--- config.mk ---
export PLATFORM = sky130hd
export DESIGN_NAME = bfcp_front
export DESIGN_NICKNAME = d
export VERILOG_FILES = /design/src/rtl/bfcp_pkg.sv /design/src/rtl/bfcp_front.sv
export SDC_FILE = /design/constraint.sdc
export NUM_CORES = 1
export LEC_CHECK = 0
export ABC_AREA = 1
export ABC_CLOCK_PERIOD_IN_PS = 5100
export BUFFER_PORTS_ARGS = -buffer_cell sky130_fd_sc_hd__buf_4
export CAP_MARGIN = 20
export CORE_AREA = 8 8 111 113
export CTS_CLUSTER_SIZE = 28
export DETAILED_ROUTE_END_ITERATION = 12
export DIE_AREA = 0 0 119 121
export PLACE_DENSITY = 0.83
export REMOVE_ABC_BUFFERS = 1
export SLEW_MARGIN = 20
export SYNTH_ARGS = -nofsm -noshare
export SYNTH_HDL_FRONTEND = slang
export SYNTH_SLANG_ARGS = --single-unit
--- constraint.sdc ---
create_clock -name clock -period 5.1 [get_ports clock]
set_input_delay 0.51 -clock clock [delete_from_list [all_inputs] [get_ports clock]]
set_output_delay 0.51 -clock clock [all_outputs]
set_load 0.05 [all_outputs]
--- src/rtl/bfcp_pkg.sv ---
package bfcp_pkg;

   localparam int POOL_MAX  = 64;
   localparam int ID_BITS   = 24;
   localparam int KEY_BITS  = 32;
   localparam int POS_BITS  = 7;
   localparam int IDX_BITS  = 6;
   localparam int NODE_BITS = 25;
   localparam int CSR_IDX_BITS = 2;
   localparam int CSR_DATA_BITS = 25;

   localparam logic [POS_BITS-1:0] POS_NONE = POS_BITS'(POOL_MAX);
   localparam logic [POS_BITS-1:0] BEAM_WIDTH_RESET = 7'd16;
   localparam logic [NODE_BITS-1:0] NODE_COUNT_RESET = 25'd16777216;

   // operation codes
   localparam logic [2:0] OP_CLEAR = 3'd0;
   localparam logic [2:0] OP_SEED  = 3'd1;
   localparam logic [2:0] OP_OFFER = 3'd2;
   localparam logic [2:0] OP_NEXT  = 3'd3;
   localparam logic [2:0] OP_READ  = 3'd4;

   // status codes
   localparam logic [2:0] ST_OK     = 3'd0;
   localparam logic [2:0] ST_DUP    = 3'd1;
   localparam logic [2:0] ST_FAR    = 3'd2;
   localparam logic [2:0] ST_RANGE  = 3'd3;
   localparam logic [2:0] ST_FULL   = 3'd4;
   localparam logic [2:0] ST_EXPAND = 3'd5;
   localparam logic [2:0] ST_DONE   = 3'd6;

   // register indexes
   localparam logic [CSR_IDX_BITS-1:0] CSR_BEAM_WIDTH = 2'd0;
   localparam logic [CSR_IDX_BITS-1:0] CSR_NODE_COUNT = 2'd1;

   typedef struct packed {
      logic [2:0]          operation;
      logic [ID_BITS-1:0]  node_id;
      logic [KEY_BITS-1:0] dist_key;
      logic [IDX_BITS-1:0] read_index;
   } req_type;

   typedef struct packed {
      logic [2:0]          status;
      logic [POS_BITS-1:0] position;
      logic [ID_BITS-1:0]  out_id;
      logic [KEY_BITS-1:0] out_key;
   } rsp_type;

   typedef struct packed {
      logic [2:0]          operation;
      logic [ID_BITS-1:0]  node_id;
      logic [KEY_BITS-1:0] dist_key;
      logic [IDX_BITS-1:0] read_index;
      logic                out_of_range;
   } cmd_type;

endpackage

--- src/rtl/bfcp_front.sv ---
module bfcp_front (
   input  logic                            clock,
   input  logic                            reset,
   input  logic                            req_push,
   output logic                            req_full,
   input  bfcp_pkg::req_type               req_item,
   input  logic [bfcp_pkg::NODE_BITS-1:0]  node_count,
   output logic                            cmd_valid,
   input  logic                            cmd_pop,
   output bfcp_pkg::cmd_type               cmd_item
);
   import bfcp_pkg::*;

   cmd_type    q_ff [2];
   logic       wr_ff, wr_in;
   logic       rd_ff, rd_in;
   logic [1:0] cnt_ff, cnt_in;
   logic       push_ok, pop_ok;
   cmd_type    cls;

   // classify on entry: decode and id range check
   always_comb begin
      cls.operation    = req_item.operation;
      cls.node_id      = req_item.node_id;
      cls.dist_key     = req_item.dist_key;
      cls.read_index   = req_item.read_index;
      cls.out_of_range = {1'b0, req_item.node_id} >= node_count;
   end

   assign req_full  = cnt_ff == 2'd2;
   assign cmd_valid = cnt_ff != 2'd0;
   assign cmd_item  = q_ff[rd_ff];
   assign push_ok   = req_push && !req_full;
   assign pop_ok    = cmd_pop && cmd_valid;

   always_comb begin
      wr_in  = wr_ff ^ push_ok;
      rd_in  = rd_ff ^ pop_ok;
      cnt_in = cnt_ff + {1'b0, push_ok} - {1'b0, pop_ok};
   end

   always_ff @(posedge clock) begin
      if (reset) begin
         wr_ff  <= 1'b0;
         rd_ff  <= 1'b0;
         cnt_ff <= 2'd0;
      end else begin
         wr_ff  <= wr_in;
         rd_ff  <= rd_in;
         cnt_ff <= cnt_in;
      end
      if (push_ok) begin
         q_ff[wr_ff] <= cls;
      end
   end

   a_no_overflow: assert property (@(posedge clock) disable iff (reset)
      cnt_ff <= 2'd2) else $error("command queue overflow");
   a_pop_nonempty: assert property (@(posedge clock) disable iff (reset)
      cnt_ff == 2'd0 |-> !pop_ok) else $error("pop from empty command queue");
   a_count_step: assert property (@(posedge clock) disable iff (reset)
      push_ok && !pop_ok |=> cnt_ff == $past(cnt_ff) + 2'd1)
      else $error("command count did not grow");

endmodule

* Yosys cells after proc, flatten, opt, wreduce, memory -nomap -nowiden
Memories as Yosys holds them, arrays and structs flattened. A register that Yosys moved wholly into a read port is not among the register bits.
Cells that the tools add are included.
** Operators by class
- Equality and inequality tests :: 1
- Add/sub/neg operators :: 2
- Muxes and demuxes :: 3
- Order comparisons :: 1
- Bitwise logic cells :: 2
- Reductions and logical operators :: 4
** Operators with widths (count)
- 24-bit by 25-bit greater-or-equal comparator with 1-bit output :: 1
- 1-bit two-way mux :: 3
- 2-bit by 1-bit adder with 2-bit output :: 1
- 2-bit == test (second input constant) :: 1
- 1-bit logical AND :: 2
- 2-bit nonzero test :: 1
- 2-bit by 1-bit subtractor with 2-bit output :: 1
- 1-bit XOR :: 2
- 1-bit zero test :: 1
** Storage, ports and cells
- Logic and storage cells :: 17
- Register bits after elaboration :: 4
- RAM bits :: 132
- Memories :: 1
** Memories
- q_ff :: depth 2, width 66, rd ports 1, clocked after Yosys merged registers in 1, wr ports 1, RTL line bfcp_front.sv:14 : cmd_type q_ff [2];

* Longest topological paths before layout
Gate-level depths: netlist of the first run.
- Word-level depth :: 5
- Depth in mapped cells :: 10
- Depth with buffers taken out :: 10

* Worst setup path before layout of the first run
OpenSTA, ideal clock, no wires.
- Kind :: input port to flip-flop
- Start point :: input req_push
- End point :: memory q_ff[1][0] (netlist bit), enable pin
- Setup slack :: 2.383 ns
- Path buffers :: 0
- Arrival time :: 2.286 ns
- Library setup time :: 0.431 ns
- Cell stages on the path :: 3
- Cells stage by stage :: o21ai_0 inv_1 ha_1
** Between the ends
- Longest elaborated chain between the ends :: 3
** Ends and longest elaborated chain
- from (decl) :: RTL line bfcp_front.sv:4 : input logic req_push,
- 1-bit logical AND :: RTL line bfcp_front.sv:33 : assign push_ok = req_push && !req_full;
- 1-bit two-way mux :: RTL line bfcp_front.sv:52 : if (push_ok) begin
- 1-bit two-way mux (not written as such) :: RTL line bfcp_front.sv:53 : q_ff[wr_ff] <= cls;
- to (decl) :: RTL line bfcp_front.sv:14
No other way between the ends.

==> impl_metrics.ini, run 1 <==
[setup_path]
reg2reg_slack_ns = 3.17
cp_max_fo = 67
arrival_ns = 2.18
startpoint_type = register
endpoint_kind = output pin
required_ns = 4.59
critPathKind = reg2out

[timing]
skew_ns = 0.00667
worst_pin_slew_ns = 0.946
finalCritPeriodShare = 0.527
setup_viol = 0
hold_viol = 0
slew_headroom = 0.369
rsz0062_at_grt = no
timing.final.ws_setup_ns = 2.41
fin_setup_tns_ns = 0
layout_min_cycle_time_ns = 2.69
final_max_slew_viol_count = 0
max_freq_ghz = 0.372

[die]
io_pins = 162
fp.dieW_um = 119
start_util = 0.544
die-area_um2 = 14400
num_rows = 38
dieHeight_um = 121
core_um2 = 10600

[drt]
viasPerCell = 4.84
finalWirelength_um = 12500
firstDrtPassIters = 4
antenna_left = 0
drc_errors = 0
routed-via-count = 3956
initialDrtViolationCount = 261
wl_per_cell_um = 15.3

[clock_tree]
cts.sinks = 136
cts_buffer_depth = 2
hold_buffers = 0
cts_root_buf = clkbuf_8
cts_tree = built
clkLatencyLatePin_ns = 0.52
cts_resized = 0
htreeDepth = 4
numCtsBuffers = 17
cts_setup_buffers = 0
cts.clk_slew.worst_paths_ns = 0.06

[power]
p_seq_frac = 0.346
ir_worst_vdd_v = 0.000320
power_density_nw_per_um2 = 571
comb_power_share = 0.396
p_leak_nw = 3.49
power_frac_clock = 0.258
swShare = 0.402
p_total_mw = 4.35
p_int_mw = 2.60
switchingPower_mw = 1.75

[global_routing]
grt_overflow = 0
grt_max_degree = 68
first_global_vias = 4059
antenna_found_initial = 0
grt_pass1_wl_um = 19800
grt_usage = 0.175

[final_layout]
fill_cells = 694
post-route-util = 0.719
mostFrequentLayoutCells = nand2_1 (240), buf_4 (162), edfxtp_1 (132)
final_common_cell = nand2_1
antenna_cells = 0
area_delta_synth_final_pct = 32.2
drive_above_1_share = 0.297
finalNetCount = 786

[run]
cap_violations = 0

[logic_synthesis]
synth_seq_cells = 136
syn-instance-count = 498
synth_cell_types = 22
synth_warnings = 0
yosysSeqAreaShare = 0.701
syn_avg_cell_area_um2 = 11.6
syn_area_um2 = 5770

[place]
preCtsSetupSlack_ns = 2.96
portBuffers = 161
post-dp-hpwl_um = 8490
place_congestion = 0.833

[worst_hold_path]
min_path_type = in2reg

[status]
outcome = complete, no violations
[state kept, by name (all words and copies together), names as in the netlist]
| name | flops |
|---|---|
| cnt_ff | 2 |
| q_ff | 132 |
| rd_ff | 1 |
| wr_ff | 1 |
[worst max-delay path: stages (launching register included)]
cell      delay [ns]
dfxtp_2         0.33
clkinv_2        0.70
nand2_1         0.25
nand2_1         0.13
buf_4           0.21
[synth_stat cells, drive strengths merged]
library cell | instances | area (um2)
nor3b | 1 | 7.51
dfxtp | 4 | 80.1
nor3 | 2 | 20.0
o21a | 1 | 7.51
xnor2 | 1 | 8.76
nand3b | 1 | 7.51
inv | 43 | 161
a21o | 1 | 8.76
nor2 | 15 | 63.8
ha | 28 | 350
edfxtp | 132 | 3960
a21oi | 8 | 40.0
nand3 | 4 | 25.0
o21ai | 1 | 5.00
or2 | 1 | 6.26
nand2 | 240 | 901
buf | 15 | 110
[per-layer routing]
layer	global-route usage	share of wire	wire length [um]	up-vias
met5	0	0	0	-
met4	0.0822	0.016	201	0
met3	0.0493	0.075	938	16
met2	0.295	0.50	6210	159
met1	0.203	0.41	5170	1816
li1	-	-	-	1965
[path summary, 6_finish.rpt]
check | from | end | cells past startpoint
max reg2reg | cnt_ff[1]$_SDFF_PP0_ | q_ff[1][53]$_DFFE_PP_ | 4
max | rd_ff$_SDFF_PP0_ | cmd_item[52] | 4
min reg2reg | cnt_ff[1]$_SDFF_PP0_ | cnt_ff[1]$_SDFF_PP0_ | 3
min | reset | rd_ff$_SDFF_PP0_ | 2
[power by group through the flow]
| stage | combinational [mW] | clock, mW | sequential [mW] |
|---|---|---|---|
| after floorplan | 1.14 | 0 | 1.55 |
| after global placement | 1.71 | 0 | 1.52 |
| after detailed placement | 1.74 | 0 | 1.53 |
| after CTS | 1.75 | 1.14 | 1.51 |
| after global routing | 1.84 | 1.18 | 1.52 |
| final | 1.73 | 1.12 | 1.51 |
[through the flow]
step	hold slack [ns]	area, um2	cells
finish	0.173	7630	817
global route	0.154	7630	817
CTS	0.149	7620	817
detailed placement	0.590	7070	785
global placement	0.567	7070	785
floorplan	0.532	5660	483
[final cells by class]
cell class / count / area, um2 / share of cell area
timing repair buffer: 162 / 1220 / 0.159
sequential: 136 / 4050 / 0.530
clock buffer: 18 / 418 / 0.0548
clock inverter: 14 / 133 / 0.0174
inverter: 43 / 163 / 0.0213
multi-input combinational: 304 / 1480 / 0.194
tap: 140 / 175 / 0.0230
[logic make-up after synthesis]
family	synth area share
AO/OA/AOI/OAI	0.0106
XOR/XNOR	0.00152
adder cells (fa/ha/maj)	0.0608
buffers and inverters	0.0471
flip-flops	0.701
AND/OR/NAND/NOR	0.179
(Power assumes the default switching activity.)
==> run 2, diff against run 1 <==
--- a/config.mk
+++ b/config.mk
@@ -6,14 +6,14 @@
 export NUM_CORES = 1
 export LEC_CHECK = 0
 export ABC_AREA = 1
-export ABC_CLOCK_PERIOD_IN_PS = 5100
+export ABC_CLOCK_PERIOD_IN_PS = 2360
 export BUFFER_PORTS_ARGS = -buffer_cell sky130_fd_sc_hd__buf_4
 export CAP_MARGIN = 20
-export CORE_AREA = 8 8 111 113
+export CORE_AREA = 8 8 120 122
 export CTS_CLUSTER_SIZE = 28
 export DETAILED_ROUTE_END_ITERATION = 12
-export DIE_AREA = 0 0 119 121
-export PLACE_DENSITY = 0.83
+export DIE_AREA = 0 0 128 130
+export PLACE_DENSITY = 0.75
 export REMOVE_ABC_BUFFERS = 1
 export SLEW_MARGIN = 20
 export SYNTH_ARGS = -nofsm -noshare
==> constraint.sdc (replaced) <==
create_clock -name clock -period 2.36 [get_ports clock]
set_input_delay 0.236 -clock clock [delete_from_list [all_inputs] [get_ports clock]]
set_output_delay 0.236 -clock clock [all_outputs]
set_load 0.05 [all_outputs]
==> run 2 against run 1 <==
Net effect: die area increased by 16%; sequential share of layout area decreased by 2.9 points; non-clock buffer count increased by 30; core utilization decreased by 6.9 points; highest routed layer unchanged; clock skew increased by 0.0087 ns; combinational power increased by 120%; routed wire length increased by 7.2%; first-iteration DRC count increased by 16%; largest cell class unchanged; critical endpoint is now cmd_item[21]; total power increased by 130%; sequential power increased by 120%; hold slack got worse by 0.16 ns; clock-buffer cell count decreased by 1.
==> impl_metrics.ini, run 2 (synthesized netlist as in run 1, its figures left out) <==
[clock_tree]
numCtsBuffers = 17
cts.sinks = 136
clkLatencyLatePin_ns = 0.41
cts.clk_slew.worst_paths_ns = 0.06
htreeDepth = 4
cts_root_buf = clkbuf_16
cts_tree = built
cts_buffer_depth = 2

[timing]
setup_viol = 0
final_max_slew_viol_count = 0
max_freq_ghz = 0.495
layout_min_cycle_time_ns = 2.02
fin_setup_tns_ns = 0
worst_pin_slew_ns = 0.432
slew_headroom = 0.712
finalCritPeriodShare = 0.857
skew_ns = 0.0154
hold_viol = 0
rsz0062_at_grt = no

[setup_path]
arrival_ns = 1.79
startpoint_type = register
r2r-start = cnt_ff[0]$_SDFF_PP0_
critical_path.max_stage_delay_ns = 0.59
cp_max_fo = 25
slowest_stage = dfxtp_2
required_ns = 2.12
endpoint_kind = output pin
reg2reg_slack_ns = 0.66
cp-startpoint = rd_ff$_SDFF_PP0_
crit_chain = buf_4, nand2_1, nand2_1, buf_4
critPathKind = reg2out

[final_layout]
largest_register_ffs = 132
final_common_cell = nand2_1
finalNetCount = 816
largest_register = q_ff
antenna_cells = 0
drive_above_1_share = 0.297
area_delta_synth_final_pct = 39.9
reg_top3 = q_ff: 132 flops, cnt_ff: 2 flops
fin_cells = 879
mostFrequentLayoutCells = nand2_1 (240), buf_4 (165), edfxtp_1 (132)

[power]
comb_power_share = 0.380
power_frac_clock = 0.288
p_seq_frac = 0.332
swShare = 0.395
switchingPower_mw = 3.91
p_leak_nw = 3.66
power_density_nw_per_um2 = 1230
p_total_mw = 9.90
p_int_mw = 5.98
ir_worst_vdd_v = 0.000496

[place]
portBuffers = 161
dp_cells = 822
post-dp-hpwl_um = 9170
place_congestion = 0.774

[die]
die-area_um2 = 16600
io_pins = 162
fp.dieW_um = 128
dieHeight_um = 130
core_um2 = 12400
start_util = 0.465
num_rows = 41

[drt]
antenna_left = 0
wl_per_cell_um = 15.3
firstDrtPassIters = 4
initialDrtViolationCount = 303
finalWirelength_um = 13400
routed-via-count = 4080
drc_errors = 0
viasPerCell = 4.64

[status]
outcome = complete, no violations

[run]
cap_violations = 0

[worst_hold_path]
min_from = req_item[8]
min_path_type = in2reg

[global_routing]
grt_usage = 0.162
antenna_found_initial = 0
grt_pass1_wl_um = 20800
first_global_vias = 4383
grt_overflow = 0
grt_max_degree = 67
[run 2: cell count changes in the layout (fill, tap and decap cells not counted), sizes merged]
cell         delta
buf             +5
bufinv          +2
clkbuf          -1
clkinv          -8
dlygate4sd3    +25
inv             +7
[run 2: layout make-up]
class	instances	area (um2)
Clock buffer	17	425
Clock inverter	15	215
Fill cell	957	4350
Inverter	43	161
Multi-Input combinational cell	304	1480
Sequential cell	136	4050
Tap cell	172	215
Timing Repair Buffer	192	1530
[run 2: routing by layer]
layer | vias to the layer above | wire (um) | global-route usage
li1 | 2026 | - | -
met5 | - | 0 | 0
met3 | 19 | 745 | 0.0416
met2 | 135 | 6930 | 0.291
met4 | 0 | 250 | 0.0776
met1 | 1900 | 5490 | 0.177
[run 2: stage by stage]
stage	hold WS (ns)	util	instance area (um2)	setup slack [ns]
global placement	0.422	0.578	7180	0.757
global route	0.00272	0.650	8070	0.233
floorplan	0.303	-	5660	-0.389
finish	0.0126	0.650	8070	0.338
CTS	0.000120	0.650	8070	0.317
detailed placement	0.424	0.578	7180	0.684
[run 2: path summary, 6_finish.rpt]
kind	to	cells past startpoint
setup / recovery	cmd_item[21]	4
hold / removal	q_ff[0][9]$_DFFE_PP_	1
setup reg to reg	cnt_ff[1]$_SDFF_PP0_	9
hold reg to reg	cnt_ff[1]$_SDFF_PP0_	3
[run 2: power by group through the flow]
stage / Combinational [mW] / Clock, mW / Sequential [mW]
finish: 3.76 / 2.85 / 3.29
global route: 4.00 / 2.98 / 3.32
CTS: 3.81 / 2.90 / 3.29
detailed placement: 3.77 / 0 / 3.34
global placement: 3.72 / 0 / 3.31
floorplan: 2.46 / 0 / 3.36
[run 2: worst max-delay path: cells and delay by family, from the launching register on]
family / cells / cell delay [ns]
DFF: 1 / 0.59
and+or+nand+nor: 2 / 0.20
buffers and inverters: 2 / 0.57
[run 2: repair_timing]
item	CTS	global route
hold endpoints to repair	49	0
gates resized for setup	0	0
buffers inserted	0	0
endpoints found under the setup margin	0	0
hold buffers	25	0
